File: config.mk
export PLATFORM = sky130hd
export DESIGN_NAME = pdg_front
export DESIGN_NICKNAME = d
export VERILOG_FILES = /design/src/rtl/core/pdg_pkg.sv /design/src/rtl/core/pdg_front.sv
export SDC_FILE = /design/constraint.sdc
export NUM_CORES = 2
export LEC_CHECK = 0
export BUFFER_PORTS_ARGS = -buffer_cell sky130_fd_sc_hd__buf_4
export CAP_MARGIN = 10
export CORE_MARGIN = 1.5
export CORE_UTILIZATION = 39
export CTS_CLUSTER_DIAMETER = 40
export DETAILED_ROUTE_END_ITERATION = 8
export HOLD_SLACK_MARGIN = 0.02
export SETUP_SLACK_MARGIN = 0.2
export SLEW_MARGIN = 40
export SYNTH_ARGS = -nofsm -noshare
export SYNTH_HDL_FRONTEND = slang
export SYNTH_SLANG_ARGS = --single-unit
export TNS_END_PERCENT = 1
File: constraint.sdc
create_clock -name clk -period 4.4 [get_ports clk]
set_input_delay 0.88 -clock clk [delete_from_list [all_inputs] [get_ports clk]]
set_output_delay 0.88 -clock clk [all_outputs]
set_load 0.03 [all_outputs]
File: src/rtl/core/pdg_pkg.sv
package pdg_pkg;

    localparam int GRID_WIDTH_DEF  = 64;
    localparam int GRID_HEIGHT_DEF = 64;
    localparam int QUEUE_DEPTH     = 4;

    localparam int POS_W    = 24;
    localparam int INV_W    = 16;
    localparam int PROD_W   = POS_W + INV_W;
    localparam int FRAC_W   = 16;
    localparam int WEIGHT_W = 24;
    localparam int VALUE_W  = 32;
    localparam int CIDX_W   = 12;
    localparam int CFG_IDX_W  = 2;
    localparam int CFG_DATA_W = 24;

    localparam logic [CFG_IDX_W-1:0] CFG_INV_CELL_X     = 2'd0;
    localparam logic [CFG_IDX_W-1:0] CFG_INV_CELL_Y     = 2'd1;
    localparam logic [CFG_IDX_W-1:0] CFG_DEPOSIT_WEIGHT = 2'd2;

    localparam logic [INV_W-1:0]    INV_CELL_RESET = 16'd256;
    localparam logic [WEIGHT_W-1:0] WEIGHT_RESET   = 24'd65536;

    typedef enum logic {
        OP_DEPOSIT    = 1'b0,
        OP_READ_CLEAR = 1'b1
    } op_t;

    // classified command handed from front to back
    typedef struct packed {
        op_t  op;
        logic oob;
    } cmd_ctl_t;

    typedef enum logic [1:0] {
        BK_CLEAR,
        BK_IDLE,
        BK_UPDATE
    } back_state_t;

endpackage

File: src/rtl/core/pdg_front.sv
module pdg_front #(
    parameter int GRID_WIDTH  = pdg_pkg::GRID_WIDTH_DEF,
    parameter int GRID_HEIGHT = pdg_pkg::GRID_HEIGHT_DEF,
    parameter int DEPTH       = pdg_pkg::QUEUE_DEPTH
) (
    input  logic                                          clk,
    input  logic                                          rst_n,
    input  logic                                          push,
    output logic                                          full,
    input  logic                                          operation,
    input  logic [pdg_pkg::POS_W-1:0]                     pos_x,
    input  logic [pdg_pkg::POS_W-1:0]                     pos_y,
    input  logic [pdg_pkg::CIDX_W-1:0]                    cell_index,
    input  logic [pdg_pkg::INV_W-1:0]                     inv_cell_x,
    input  logic [pdg_pkg::INV_W-1:0]                     inv_cell_y,
    input  logic                                          clearing,
    input  logic [$clog2(DEPTH+1)-1:0]                    q_count,
    output logic                                          q_push,
    output pdg_pkg::cmd_ctl_t                             q_ctl,
    output logic [$clog2(GRID_WIDTH*GRID_HEIGHT)-1:0]     q_idx
);

    localparam int CELL_COUNT = GRID_WIDTH * GRID_HEIGHT;
    localparam int CELL_W     = $clog2(CELL_COUNT);
    localparam int XW         = $clog2(GRID_WIDTH);
    localparam int YW         = $clog2(GRID_HEIGHT);
    localparam int CNT_W      = $clog2(DEPTH + 1);
    localparam int PROD_W     = pdg_pkg::PROD_W;
    localparam int POS_W      = pdg_pkg::POS_W;

    logic                         s1_valid_reg, s1_valid_next;
    pdg_pkg::op_t                 s1_op_reg;
    logic [PROD_W-1:0]            prod_x_reg;
    logic [PROD_W-1:0]            prod_y_reg;
    logic [pdg_pkg::CIDX_W-1:0]   s1_cell_reg;

    logic                         accept;
    logic [CNT_W:0]               used;
    logic [PROD_W-1:0]            rnd_x;
    logic [PROD_W-1:0]            rnd_y;
    logic [POS_W-1:0]             nx;
    logic [POS_W-1:0]             ny;
    logic                         dep_oob;
    logic                         rd_oob;
    logic [CELL_W-1:0]            dep_idx;
    logic [31:0]                  cell_wide;

    // an item in stage one already owns a queue slot
    assign used   = {1'b0, q_count} + (CNT_W + 1)'(s1_valid_reg);
    assign full   = clearing || (used >= (CNT_W + 1)'(DEPTH));
    assign accept = push && !full;
    assign s1_valid_next = accept;

    always_ff @(posedge clk or negedge rst_n)
    begin
        if (!rst_n)
        begin
            s1_valid_reg <= 1'b0;
        end
        else
        begin
            s1_valid_reg <= s1_valid_next;
        end
    end

    always_ff @(posedge clk)
    begin
        if (accept)
        begin
            s1_op_reg   <= pdg_pkg::op_t'(operation);
            prod_x_reg  <= PROD_W'(pos_x) * PROD_W'(inv_cell_x);
            prod_y_reg  <= PROD_W'(pos_y) * PROD_W'(inv_cell_y);
            s1_cell_reg <= cell_index;
        end
    end

    // round half up to the nearest grid point
    assign rnd_x = prod_x_reg + PROD_W'(32'h8000);
    assign rnd_y = prod_y_reg + PROD_W'(32'h8000);
    assign nx    = rnd_x[PROD_W-1:pdg_pkg::FRAC_W];
    assign ny    = rnd_y[PROD_W-1:pdg_pkg::FRAC_W];

    assign dep_oob = (nx >= POS_W'(GRID_WIDTH)) || (ny >= POS_W'(GRID_HEIGHT));
    assign dep_idx = CELL_W'(ny[YW-1:0]) * CELL_W'(GRID_WIDTH) + CELL_W'(nx[XW-1:0]);

    assign cell_wide = 32'(s1_cell_reg);
    assign rd_oob    = (cell_wide >= 32'(CELL_COUNT));

    always_comb
    begin
        q_push     = s1_valid_reg;
        q_ctl.op   = s1_op_reg;
        q_ctl.oob  = 1'b0;
        q_idx      = '0;
        case (s1_op_reg)
            pdg_pkg::OP_DEPOSIT:
            begin
                q_ctl.oob = dep_oob;
                q_idx     = dep_idx;
            end
            pdg_pkg::OP_READ_CLEAR:
            begin
                q_ctl.oob = rd_oob;
                q_idx     = cell_wide[CELL_W-1:0];
            end
            default:
            begin
                q_ctl.oob = 1'b1;
            end
        endcase
    end

endmodule

==> flow_summary.toml <==
[logic_synthesis]
yosysSeqAreaShare_pct = 7.202
synth.avg_cell_area_um2 = 9.050
synth_cell_types = 70
synth_warnings = 0
yosysTopAreaCell = "fa_1"
ys_seq_elements = 64
synth_compound_area_share_pct = 5.129
synthAdderAreaFrac_pct = 56.22
synth_cells = 2941
yosys-top-cells-count = "inv_1 (694), fa_1 (610), nand2_1 (511), and2_1 (314), ha_1 (220)"
synthMuxAreaShare_pct = 0.1645
synth.area.top_cells = "fa_1 (46%), ha_1 (10%), inv_1 (9.8%)"
synth_edf_count = 63
synth-simple-area-share_pct = 17.35
synth_nets = 3871
synthesis.area_mm2 = 0.02662
synth_top_family_by_area = "adder cells"
synthXorXnorAreaFrac_pct = 2.402
yosysTopAreaCellShare_pct = 45.88
yosysMostFrequentCell = "inv_1"
synthArstFlopShare_pct = 1.563
synth-main-ff-cell = "edfxtp_1"

[critical_path]
r2r_start = "q_push$_DFF_PN0_"
reg2reg_slack_ps = 2410
startpoint = "pos_y[7]"
crit_fanout = 9
cp_data_required_time_ps = 4480
cp-start-kind = "input port"
critPathArrivalTime_ps = 6260
worstRegToRegCells = 3
crit_type = "input port to register"
cp-end-kind = "register"
reg2reg_to = "prod_x_reg[30]$_DFFE_PP_"

[routing]
viasPerCell = 4.766
drt_drc_violations_left = 0
ant_nets = 0
drt-wirelength-per-cell_um = 15.21
first_iter_violations = 797
vias = 19950
wl_um = 63660
firstDrtPassIters = 5

[timing]
maxSlewViolCount = 0
tightest_slew_ps = 582.7
finalCritPeriodShare_pct = 140.4
max_freq_mhz = 161.9
rsz0062_at_grt = "yes"
setup_viol = 50
slew_headroom_pct = 60.79
hold_violations = 0
min_period_ps = 6178
fin_skew_ps = 3.418
setup_ws_ps = -1778

[worst_hold_path]
min_path_type = "input port to asynchronous set/reset pin"

[grt]
grt.overflow.total = 0
use_met3_pct = 2.396
grt_antenna_before_repair = 3
use_met1_pct = 26.61
grtUsageTotal_pct = 19.06
grt_max_degree = 26
grt_first_pass_wirelength_um = 108400
grt_pass1_vias = 21410
grt-busiest-layer = "met2"
use_met2_pct = 32.34

[placed_design]
place_congestion = 0.8704
pre_cts_slack_ps = -2316
portBuffers = 115
dpl.hpwl_um = 56470

[clocking]
numCtsBuffers = 9
tritoncts = "yes"
htree_num_levels = 3
cts_root_buf = "clkbuf_16"
cts_sinks = 64
path_clk_slew_ps = 60
cts_buffer_depth = 2
insertion_delay_ps = 330

[floorplanning]
core_mm2 = 0.06740
initial_core_util_pct = 39.49
die_w_um = 264.2
die_area_mm2 = 0.06983
die_y_um = 264.2
io_pins = 116
fp-row-count = 95

[finish]
area_delta_synth_final_pct = 20.06
fin_nets = 4238
drive_above_1_share_pct = 18.71
fill_cells = 6371
diodes = 0

[run_status]
status = "finished with violations"
violations = "setup timing"

[job]
max-cap-violations = 0
repair_timing:
item | CTS | global route
cloned | 0 | 0
pin swaps | 66 | 38
setup endpoints to repair | 50 | 50
resized for setup | 105 | 57
setup buffers | 8 | 2
hold buffers | 0 | 0
cell usage in the layout, fill, tap and decap left out, types with 10 or more instances in the layout:
cell / count
a21oi_1: 40
xor2_1: 28
nand2_1: 504
ha_4: 16
nor2_1: 27
and2_4: 13
nor3_1: 10
fa_2: 19
a21o_1: 18
buf_4: 423
inv_1: 687
buf_12: 10
fa_1: 591
o21ai_1: 13
o21ai_0: 24
nand3_1: 27
xnor2_1: 45
edfxtp_1: 63
ha_1: 202
a21oi_2: 10
and2_1: 302
nand4_1: 16
buf_6: 40
how the worst max path moves through the flow:
stage                                          end  slack [ps]  cells after the start
after global placement    prod_x_reg[34]$_DFFE_PP_       -2290                     23
after floorplan           prod_y_reg[25]$_DFFE_PP_       -1960                     21
after detailed placement  prod_x_reg[34]$_DFFE_PP_       -2320                     23
after CTS                 prod_x_reg[34]$_DFFE_PP_       -1770                     22
after global routing      prod_y_reg[35]$_DFFE_PP_       -1950                     21
final                     prod_y_reg[35]$_DFFE_PP_       -1780                     21
layer usage:
layer / vias up / part of all wire, %
li1: 9464 / -
met1: 10060 / 46
met2: 371 / 48
met3: 50 / 4.7
met4: 6 / 1.0
met5: - / 0.050
per-stage QoR:
stage | hold WS (ps) | utilization (%) | area, um2 | setup TNS (ps) | std cells
after floorplan | 584.4 | - | 26790 | -92730 | 2941
after global placement | 655.0 | 45.87 | 30920 | -101820 | 4159
after detailed placement | 658.5 | 45.87 | 30920 | -102890 | 4159
after CTS | 295.7 | 47.08 | 31730 | -77020 | 4183
after global routing | 296.0 | 47.42 | 31960 | -86370 | 4186
final | 310.3 | 47.42 | 31960 | -76790 | 4186
worst max-delay path: stages:
cell      delay (ps)
buf_8            130
buf_6            130
and2_4           150
fa_1             560
fa_1             460
fa_1             530
fa_1             540
fa_1             550
inv_1             50
fa_1             490
inv_2             40
ha_4             210
buf_4            130
nand2_2           70
nor2_2            50
a221oi_2         300
o31ai_4          150
o31ai_4          420
o21a_1           230
o21ai_2           60
xor2_1           140
logic make-up after synthesis:
| family | count (synthesis) |
|---|---|
| AND/OR/NAND/NOR | 956 |
| adder cells (fa/ha/maj) | 830 |
| buffers and inverters | 817 |
| AO/OA/AOI/OAI | 197 |
| XOR/XNOR | 73 |
| flip-flops | 64 |
| multiplexers | 4 |
final cells by class:
cell class / count / area [um2] / share of cell area (%)
Inverter: 694 / 2605 / 8.152
Clock inverter: 7 / 71.32 / 0.2232
Tap cell: 873 / 1092 / 3.418
Sequential cell: 64 / 1917 / 5.998
Clock buffer: 9 / 225.2 / 0.7047
Timing Repair Buffer: 479 / 3916 / 12.25
Multi-Input combinational cell: 2060 / 22130 / 69.25
Power is not shown: default switching activity piles up to over one toggle a cycle in this logic, so the estimate is an artifact.
