### src/rtl/core/pdg_pkg.sv
package pdg_pkg;

    localparam int GRID_WIDTH_DEF  = 64;
    localparam int GRID_HEIGHT_DEF = 64;
    localparam int QUEUE_DEPTH     = 4;

    localparam int POS_W    = 24;
    localparam int INV_W    = 16;
    localparam int PROD_W   = POS_W + INV_W;
    localparam int FRAC_W   = 16;
    localparam int WEIGHT_W = 24;
    localparam int VALUE_W  = 32;
    localparam int CIDX_W   = 12;
    localparam int CFG_IDX_W  = 2;
    localparam int CFG_DATA_W = 24;

    localparam logic [CFG_IDX_W-1:0] CFG_INV_CELL_X     = 2'd0;
    localparam logic [CFG_IDX_W-1:0] CFG_INV_CELL_Y     = 2'd1;
    localparam logic [CFG_IDX_W-1:0] CFG_DEPOSIT_WEIGHT = 2'd2;

    localparam logic [INV_W-1:0]    INV_CELL_RESET = 16'd256;
    localparam logic [WEIGHT_W-1:0] WEIGHT_RESET   = 24'd65536;

    typedef enum logic {
        OP_DEPOSIT    = 1'b0,
        OP_READ_CLEAR = 1'b1
    } op_t;

    // classified command handed from front to back
    typedef struct packed {
        op_t  op;
        logic oob;
    } cmd_ctl_t;

    typedef enum logic [1:0] {
        BK_CLEAR,
        BK_IDLE,
        BK_UPDATE
    } back_state_t;

endpackage

### src/rtl/core/pdg_queue.sv
module pdg_queue #(
    parameter int DATA_W = 8,
    parameter int DEPTH  = pdg_pkg::QUEUE_DEPTH
) (
    input  logic                         clk,
    input  logic                         rst_n,
    input  logic                         push,
    input  logic [DATA_W-1:0]            push_data,
    input  logic                         pop,
    output logic [DATA_W-1:0]            head_data,
    output logic                         empty,
    output logic [$clog2(DEPTH+1)-1:0]   count
);

    localparam int PTR_W = $clog2(DEPTH);
    localparam int CNT_W = $clog2(DEPTH + 1);

    logic [DATA_W-1:0] entry_reg [DEPTH];
    logic [PTR_W-1:0]  wr_ptr_reg, wr_ptr_next;
    logic [PTR_W-1:0]  rd_ptr_reg, rd_ptr_next;
    logic [CNT_W-1:0]  count_reg, count_next;

    always_comb
    begin
        wr_ptr_next = wr_ptr_reg;
        rd_ptr_next = rd_ptr_reg;
        count_next  = count_reg;
        if (push)
        begin
            wr_ptr_next = (wr_ptr_reg == PTR_W'(DEPTH - 1)) ? '0 : wr_ptr_reg + 1'b1;
        end
        if (pop)
        begin
            rd_ptr_next = (rd_ptr_reg == PTR_W'(DEPTH - 1)) ? '0 : rd_ptr_reg + 1'b1;
        end
        if (push && !pop)
        begin
            count_next = count_reg + 1'b1;
        end
        else if (pop && !push)
        begin
            count_next = count_reg - 1'b1;
        end
    end

    always_ff @(posedge clk or negedge rst_n)
    begin
        if (!rst_n)
        begin
            wr_ptr_reg <= '0;
            rd_ptr_reg <= '0;
            count_reg  <= '0;
        end
        else
        begin
            wr_ptr_reg <= wr_ptr_next;
            rd_ptr_reg <= rd_ptr_next;
            count_reg  <= count_next;
        end
    end

    always_ff @(posedge clk)
    begin
        if (push)
        begin
            entry_reg[wr_ptr_reg] <= push_data;
        end
    end

    assign head_data = entry_reg[rd_ptr_reg];
    assign empty     = (count_reg == '0);
    assign count     = count_reg;

    // the front reserves room before it accepts, so the queue never overflows
    a_no_overflow: assert property (@(posedge clk) disable iff (!rst_n)
        push |-> (count_reg != CNT_W'(DEPTH) || pop))
        else $error("queue pushed while full");

    a_no_underflow: assert property (@(posedge clk) disable iff (!rst_n)
        pop |-> (count_reg != '0))
        else $error("queue popped while empty");

    a_count_track: assert property (@(posedge clk) disable iff (!rst_n)
        (pop && !push) |=> (count_reg == $past(count_reg) - 1'b1))
        else $error("queue count lost track");

endmodule

### config.mk
export PLATFORM = sky130hd
export DESIGN_NAME = pdg_queue
export DESIGN_NICKNAME = d
export VERILOG_FILES = /design/src/rtl/core/pdg_pkg.sv /design/src/rtl/core/pdg_queue.sv
export SDC_FILE = /design/constraint.sdc
export NUM_CORES = 1
export LEC_CHECK = 0
export BUFFER_PORTS_ARGS = -buffer_cell sky130_fd_sc_hd__buf_2
export CELL_PAD_IN_SITES_DETAIL_PLACEMENT = 1
export CELL_PAD_IN_SITES_GLOBAL_PLACEMENT = 2
export CORE_UTILIZATION = 39
export CTS_BUF_LIST = sky130_fd_sc_hd__clkbuf_4 sky130_fd_sc_hd__clkbuf_8
export CTS_CLUSTER_DIAMETER = 120
export DETAILED_ROUTE_END_ITERATION = 8
export PLACE_DENSITY = 0.84
export SLEW_MARGIN = 30
export SYNTH_ARGS = -nofsm -noshare
export SYNTH_HDL_FRONTEND = slang
export SYNTH_SLANG_ARGS = --single-unit
### constraint.sdc
create_clock -name clk -period 1.25 [get_ports clk]
set_input_delay 0.1875 -clock clk [delete_from_list [all_inputs] [get_ports clk]]
set_output_delay 0.1875 -clock clk [all_outputs]
set_load 0.03 [all_outputs]
==> results.json, run 1 <==
{
  "cp-end-kind": "output pin",
  "yosys_warnings": 0,
  "viasPerCell": 4.773,
  "whs_path_depth": 1,
  "worstPathMaxFanout": 4,
  "r2r-start": "rd_ptr_reg[0]",
  "placed_area_um2": 1834,
  "antenna_cells": 0,
  "syn_nets": 97,
  "hold_start": "push_data[0]",
  "dp.cells": 159,
  "cp_slowest_stage_delay_ns": 0.50,
  "netlist_area_um2": 1563,
  "largest_reg_flops": 32,
  "cts_inserted_buffers": 5,
  "cp-start-kind": "flop",
  "die_area_um2": 4264,
  "grt_pass1_vias": 932,
  "final_area_um2": 2175,
  "ys_seq_area_share_pct": 72.70,
  "power_density_nw_per_um2": 2460,
  "report.final.slew_viol_count": 0,
  "setup_violations": 14,
  "whs_endpoint": "entry_reg[3][0]",
  "layout.cells.non_filler": 176,
  "drc": 0,
  "max-vdd-ir-drop_mv": 0.9188,
  "ios": 24,
  "maxCapViolCount": 0,
  "fillCellCount": 352,
  "final_common_cell": "edfxtp_1",
  "ctsLongestPathBuffers": 2,
  "crit_buf_inv": 2,
  "die_h_um": 65.30,
  "grt-ovfl-total": 0,
  "routabilityCongestion": 0.6556,
  "crit_slowest_cell": "mux4_2",
  "outcome": "finished, violations left",
  "critPathTopFamily": "multiplexers",
  "post_drt_wl_per_cell_um": 16.50,
  "r2r_end": "rd_ptr_reg[1]",
  "cts-root-buf": "clkbuf_8",
  "clock_latency_ns": 0.28,
  "cts_tree": "done",
  "syn_inst": 78,
  "first_iter_violations": 34,
  "grt_setup_unrepaired": "true",
  "design.core.area_um2": 3744,
  "grt_pass1_wl_um": 4498,
  "cts_sinks": 39,
  "initial_utilization_pct": 41.74,
  "dp_hpwl_um": 1923,
  "syn_area_per_cell_um2": 20.04,
  "max_slew_margin_pct": 81.93,
  "violations": "negative setup slack",
  "cts_max_level": 2,
  "nets": 146,
  "hold_viol": 0,
  "p_leak_nw": 0.8426,
  "r2r_slack_ns": -0.19,
  "finalSetupTns_ns": -3.953,
  "min_period_ns": 1.688,
  "firstDrtPassIters": 4,
  "worstPathArrival_ns": 1.50,
  "fin_crit_sh_pct": 135.0,
  "via_count": 840,
  "drive_gt1_share_pct": 60.94,
  "path_clk_slew_ns": 0.07,
  "fmax_mhz": 592.4,
  "portBuffers": 23,
  "die_x_um": 65.30,
  "ys_types": 17,
  "worst_slack_ns": -0.4381,
  "grtUsageTotal_pct": 15.09,
  "dp_slack_ns": -0.2110,
  "hold_path.class": "in2reg",
  "rows": 22,
  "syn_to_final_growth_pct": 39.15,
  "finalPower_mw": 5.349,
  "critPathKind": "reg2out",
  "tightest_slew_ns": 0.2710,
  "antenna_found_initial": 0,
  "path_cells": "clkbuf_16 > mux4_2 > buf_6",
  "grt_max_degree": 12,
  "required_ns": 1.06,
  "final_antenna_net_count": 0,
  "synth.ff_latch_count": 39,
  "fin_skew_ns": 0.004596,
  "drt_wl_total_um": 2904,
  "mostFrequentLayoutCells": "32 x edfxtp_1, 18 x buf_6, 13 x buf_2",
  "r2r.worst_path.cells": 5
}
## metrics by stage
stage	hold WS, ns	utilization, %
after floorplan	-0.1081	-
after global placement	0.03150	49.00
after detailed placement	0.03271	49.00
after CTS	0.1133	54.61
after global routing	0.1100	58.09
final	0.1246	58.09
## worst register-to-register path, stage by stage, from the launching register on
cell       delay (ns)
dfrtp_2          0.44
clkbuf_16        0.17
buf_4            0.13
buf_8            0.12
ha_4             0.22
mux2_4           0.25
## Yosys cell counts
| cell | count | area [um2] |
|---|---|---|
| buf_2 | 1 | 5.000 |
| nor3_1 | 1 | 5.000 |
| edfxtp_1 | 32 | 960.9 |
| nand3_1 | 1 | 5.000 |
| inv_1 | 5 | 18.77 |
| dfrtp_1 | 7 | 175.2 |
| o21ai_0 | 2 | 10.01 |
| buf_6 | 1 | 11.26 |
| xnor2_1 | 1 | 8.760 |
| xor2_1 | 2 | 17.52 |
| mux2_2 | 3 | 33.78 |
| and2_1 | 4 | 25.02 |
| nor2_1 | 2 | 7.510 |
| nand2_1 | 1 | 3.750 |
| fa_1 | 1 | 20.02 |
| ha_1 | 6 | 75.07 |
| mux4_2 | 8 | 180.2 |
## routing by layer
metal	share of wire [%]	vias to the layer above	GRT usage, %
met5	0	-	0
met4	0.31	0	3.261
met3	4.3	2	5.208
met2	53	23	25.90
met1	42	421	18.29
li1	-	394	-
## cells by family (layout without fill, tap and decap cells)
| family | count (synthesis) | after routing | share of synthesized area (%) |
|---|---|---|---|
| buffers and inverters | 7 | 57 | 2.242 |
| AOI/OAI and AO/OA | 2 | 2 | 0.6405 |
| and+or+nand+nor | 9 | 9 | 2.961 |
| DFF | 39 | 39 | 72.70 |
| muxes | 11 | 11 | 13.69 |
| adders and majority gates | 7 | 7 | 6.085 |
| xor gates and xnor gates | 3 | 3 | 1.682 |
## worst max-delay path by stage
| stage | startpoint | to | slack, ns | cells past startpoint |
|---|---|---|---|---|
| floorplan | count[0] | count[1] | -0.06 | 2 |
| global placement | pop | count[2] | -0.18 | 8 |
| detailed placement | pop | count[2] | -0.21 | 8 |
| CTS | rd_ptr_reg[0] | head_data[2] | -0.45 | 3 |
| global route | rd_ptr_reg[0] | head_data[0] | -0.48 | 3 |
| finish | rd_ptr_reg[0] | head_data[0] | -0.44 | 3 |
## where the power goes
| group | switching (mW) | internal [mW] | leakage, nW |
|---|---|---|---|
| clock network | 0.392 | 0.434 | 0.0491 |
| logic | 1.18 | 1.39 | 0.422 |
| registers | 0.224 | 1.73 | 0.372 |
| total | 1.80 | 3.55 | 0.843 |
## layout make-up
class	instances	area, um2	area share, %
Sequential cell	39	1142	52.53
Multi-Input combinational cell	32	459.2	21.12
Inverter	5	18.77	0.8631
Timing Repair Buffer	44	405.4	18.64
Clock buffer	7	83.83	3.855
Clock inverter	1	5.005	0.2301
Tap cell	48	60.06	2.762
## timing repair
action / 4_1_cts / 5_1_grt
pin swaps: 1 / 4
setup endpoints to repair: 26 / 34
gates cloned: 0 / 1
hold buffers: 1 / 0
endpoints found under the hold margin: 7 / 0
resized for setup: 27 / 20
buffers inserted: 3 / 4
(Power assumes the default switching activity.)
==> run 2: changes to the inputs <==
Settings changed: CORE_MARGIN set to 5, MAX_ROUTING_LAYER set to met4.
==> results.json, run 2 (same netlist as run 1, synthesis figures left out) <==
{
  "outcome": "finished, violations left",
  "critPathKind": "reg2out",
  "grt-ovfl-total": 0,
  "whs_ns": 0.1213,
  "grtUsageTotal_pct": 12.57,
  "grt_pass1_vias": 886,
  "grt_max_degree": 13,
  "cts-root-buf": "clkbuf_8",
  "wl_met1_um": 1199,
  "maxCapViolCount": 0,
  "portBuffers": 23,
  "power_density_nw_per_um2": 2468,
  "path_cells": "buf_12 > mux4_2 > buf_6",
  "crit_slowest_cell": "mux4_2",
  "drc": 0,
  "max_slew_margin_pct": 84.06,
  "viasPerCell": 4.645,
  "first_iter_violations": 35,
  "required_ns": 1.06,
  "dp_slack_ns": -0.1872,
  "post_drt_wl_per_cell_um": 16.80,
  "path_clk_slew_ns": 0.07,
  "finalSetupTns_ns": -3.668,
  "grt_setup_unrepaired": "true",
  "cts_inserted_buffers": 5,
  "final_area_um2": 2126,
  "die_area_um2": 5373,
  "wl_met2_um": 1480,
  "clock_latency_ns": 0.28,
  "placed_area_um2": 1887,
  "report.final.slew_viol_count": 0,
  "die_h_um": 73.30,
  "drt_wl_total_um": 2890,
  "die_x_um": 73.30,
  "syn_to_final_growth_pct": 36.03,
  "final_antenna_net_count": 0,
  "worst_slack_ns": -0.4414,
  "largest_reg_flops": 32,
  "worstPathArrival_ns": 1.50,
  "p_leak_nw": 0.8027,
  "met3_length_um": 165,
  "nets": 140,
  "worstPathMaxFanout": 7,
  "routabilityCongestion": 0.7312,
  "final_core_util_pct": 53.92,
  "dp_hpwl_um": 2082,
  "hold_viol": 0,
  "fmax_mhz": 591.2,
  "cts_max_level": 2,
  "fin_skew_ns": 0.004102,
  "cp-start-kind": "flop",
  "ios": 24,
  "hold_path.class": "in2reg",
  "max-vdd-ir-drop_mv": 1.192,
  "via_count": 799,
  "antenna_cells": 0,
  "min_period_ns": 1.691,
  "tightest_slew_ns": 0.2390,
  "cp_slowest_stage_delay_ns": 0.50,
  "fillCellCount": 379,
  "antenna_found_initial": 0,
  "firstDrtPassIters": 3,
  "design.core.area_um2": 3943,
  "cp-end-kind": "output pin",
  "initial_utilization_pct": 39.64,
  "setup_violations": 12,
  "mostFrequentLayoutCells": "32 x edfxtp_1, 13 x buf_2, 12 x buf_6",
  "final_common_cell": "edfxtp_1",
  "top_layer_used": "met4",
  "violations": "negative setup slack",
  "grt_pass1_wl_um": 4657,
  "cts_sinks": 39,
  "fin_crit_sh_pct": 135.3,
  "ctsLongestPathBuffers": 2,
  "drive_gt1_share_pct": 58.20,
  "cts_tree": "done",
  "rows": 23
}
[run 2: cell types whose count changed in the layout (fill, tap and decap cells not counted), sizes merged]
cell / change
clkbuf: -3
clkinv: +1
bufinv: +1
buf: -5
[run 2: per-layer routing]
layer	GRT usage, %	up-vias
li1	-	380
met1	15.02	392
met2	20.56	22
met3	3.146	5
met4	4.829	0
met5	-	-
[run 2: layout make-up]
cell class	instances	area, um2	area share [%]
well taps	50	62.56	2.943
multi-input cells	32	455.4	21.42
flip-flops and latches	39	1141	53.68
repair buffers	38	337.8	15.89
inverters	5	21.27	1.001
clock inverters	3	38.79	1.825
clock buffers	5	68.82	3.237
[run 2: worst max-delay path: cells and delay by family, from the launching register on]
kind                   cells  cell delay (ns)
multiplexers               1             0.50
flip-flops                 1             0.41
buffers and inverters      2             0.30
[run 2: power breakdown]
part / total, mW / internal [mW] / switching [mW]
Combinational: 2.30 / 1.19 / 1.11
Clock: 0.995 / 0.584 / 0.411
Sequential: 1.95 / 1.72 / 0.224
[run 2: final timing paths]
kind / startpoint / end / slack (ns) / cells after the start
worst max-delay path: rd_ptr_reg[0] / head_data[4] / -0.44 / 3
worst min-delay path: push_data[1] / entry_reg[3][1] / 0.12 / 1
worst min register to register: count[2] / count[2] / 0.59 / 1
worst max register to register: count[0] / count[2] / -0.06 / 4
min in group asynchronous: rst_n / count[0] / 0.27 / 2
max in group asynchronous: rst_n / rd_ptr_reg[1] / 0.81 / 2
[run 2: per-stage QoR]
stage / instances / power, mW
floorplan: 78 / 3.123
detailed placement: 161 / 3.844
finish: 172 / 5.246
CTS: 171 / 5.174
global placement: 161 / 3.761
global route: 172 / 5.553
[run 2: repair_timing]
action | CTS | global route
pin swaps | 4 | 1
buffers inserted | 1 | 3
resized for setup | 24 | 15
hold buffers | 1 | 0
endpoints found under the hold margin | 7 | 0
endpoints found under the setup margin | 30 | 37
==> run 3: changes to the inputs <==
Settings changed: CELL_PAD_IN_SITES_DETAIL_PLACEMENT 1 to 0, CELL_PAD_IN_SITES_GLOBAL_PLACEMENT 2 to 1, PLACE_DENSITY 0.84 to 0.76.
==> results.json, run 3 (same netlist as run 1, synthesis figures left out) <==
{
  "first_iter_violations": 53,
  "power_density_nw_per_um2": 2453,
  "fmax_mhz": 584.3,
  "grt_pass1_wl_um": 4312,
  "report.final.slew_viol_count": 0,
  "antenna_found_initial": 0,
  "routabilityCongestion": 0.7329,
  "worstPathMaxFanout": 8,
  "antenna_cells": 0,
  "critPathKind": "reg2out",
  "final_common_cell": "edfxtp_1",
  "cp-end-kind": "output pin",
  "drt_wl_total_um": 2555,
  "worst_slack_ns": -0.4614,
  "tightest_slew_ns": 0.2768,
  "max_slew_margin_pct": 81.54,
  "grt_pass1_vias": 885,
  "cts_tree": "done",
  "nets": 138,
  "met3_length_um": 164,
  "firstDrtPassIters": 3,
  "swShare_pct": 32.97,
  "p_leak_nw": 0.7984,
  "via_count": 813,
  "setup_violations": 11,
  "max-vdd-ir-drop_mv": 1.025,
  "initial_utilization_pct": 39.64,
  "dp_hpwl_um": 1886,
  "intPower_mw": 3.446,
  "syn_to_final_growth_pct": 34.11,
  "wl_met2_um": 1379,
  "drive_gt1_share_pct": 53.33,
  "mostFrequentLayoutCells": "32 x edfxtp_1, 14 x buf_2, 11 x buf_6",
  "placed_area_um2": 1879,
  "die_area_um2": 5373,
  "final_area_um2": 2096,
  "comb_power_share_pct": 43.3,
  "cp-start-kind": "flop",
  "largest_reg_flops": 32,
  "ctsLongestPathBuffers": 2,
  "maxCapViolCount": 0,
  "fillCellCount": 306,
  "pwr-share-seq_pct": 37.6,
  "violations": "negative setup slack",
  "finalPower_mw": 5.141,
  "dp_slack_ns": -0.2308,
  "worstPathArrival_ns": 1.52,
  "cts_sinks": 39,
  "path_clk_slew_ns": 0.07,
  "final_core_util_pct": 53.16,
  "grtUsageTotal_pct": 11.67,
  "wl_met1_um": 972,
  "power.switching_mw": 1.695,
  "min_period_ns": 1.711,
  "grt_setup_unrepaired": "true",
  "final_antenna_net_count": 0,
  "die_x_um": 73.30,
  "cts-root-buf": "clkbuf_8",
  "die_h_um": 73.30,
  "required_ns": 1.06,
  "grt-ovfl-total": 0,
  "clkPwrFrac_pct": 19.1,
  "r2r.worst_path.cells": 5,
  "hold_viol": 0,
  "finalSetupTns_ns": -3.792,
  "fin_crit_sh_pct": 136.9,
  "hold_path.class": "in2reg",
  "rows": 23,
  "whs_path_depth": 1,
  "viasPerCell": 4.782,
  "top_layer_used": "met4",
  "cts_inserted_buffers": 5,
  "design.core.area_um2": 3943,
  "outcome": "finished, violations left",
  "fin_skew_ns": 0.004236,
  "ios": 24,
  "drc": 0,
  "clock_latency_ns": 0.28,
  "post_drt_wl_per_cell_um": 15.03,
  "cts_max_level": 2,
  "grt_max_degree": 13,
  "portBuffers": 23
}
==> run 3: cell type report <==
class                           count  area (um2)  area share [%]
Timing Repair Buffer               36       341.6           16.30
Clock buffer                        5       68.82           3.284
Sequential cell                    39        1140           54.39
Inverter                            5       18.77          0.8955
Tap cell                           50       62.56           2.985
Clock inverter                      3       38.79           1.851
Multi-Input combinational cell     32       425.4           20.30
==> run 3: metal layers <==
layer,up-vias,track usage (%)
met5,-,-
met3,5,4.925
met4,0,4.225
li1,382,-
met2,21,19.56
met1,405,12.30
==> run 3: critical path, stage by stage, from the launching register on <==
cell and delay [ns]:
dfrtp_1 0.40, buf_12 0.16, mux4_2 0.52, buf_6 0.16
==> run 3: through the flow <==
step | hold WS [ns] | std cells
5_1_grt | 0.09620 | 170
3_5_place_dp | 0.02773 | 160
6_report | 0.1147 | 170
4_1_cts | 0.1041 | 170
2_1_floorplan | -0.1081 | 78
3_3_place_gp | 0.02655 | 160
==> run 3: power by group through the flow <==
stage	logic (mW)	clock network, mW	registers, mW
after floorplan	1.16	0	1.96
after global placement	1.82	0	1.91
after detailed placement	1.89	0	1.94
after CTS	2.17	1.02	1.92
after global routing	2.39	1.10	1.96
final	2.22	0.984	1.93
==> run 3: final timing paths <==
path                                     from         endpoint  slack (ns)
worst min register to register       count[2]         count[2]        0.57
worst min-delay path             push_data[0]  entry_reg[2][0]        0.11
worst max-delay path            rd_ptr_reg[0]     head_data[4]       -0.46
worst max register to register       count[0]         count[2]       -0.08
min in group asynchronous               rst_n         count[1]        0.26
max in group asynchronous               rst_n    rd_ptr_reg[1]        0.82
==> run 3: timing repair <==
action | in CTS | in global routing
resized for setup | 20 | 8
buffers inserted | 1 | 1
hold buffers | 1 | 0
pin swaps | 0 | 1
endpoints found under the hold margin | 7 | 0
setup endpoints to repair | 28 | 36
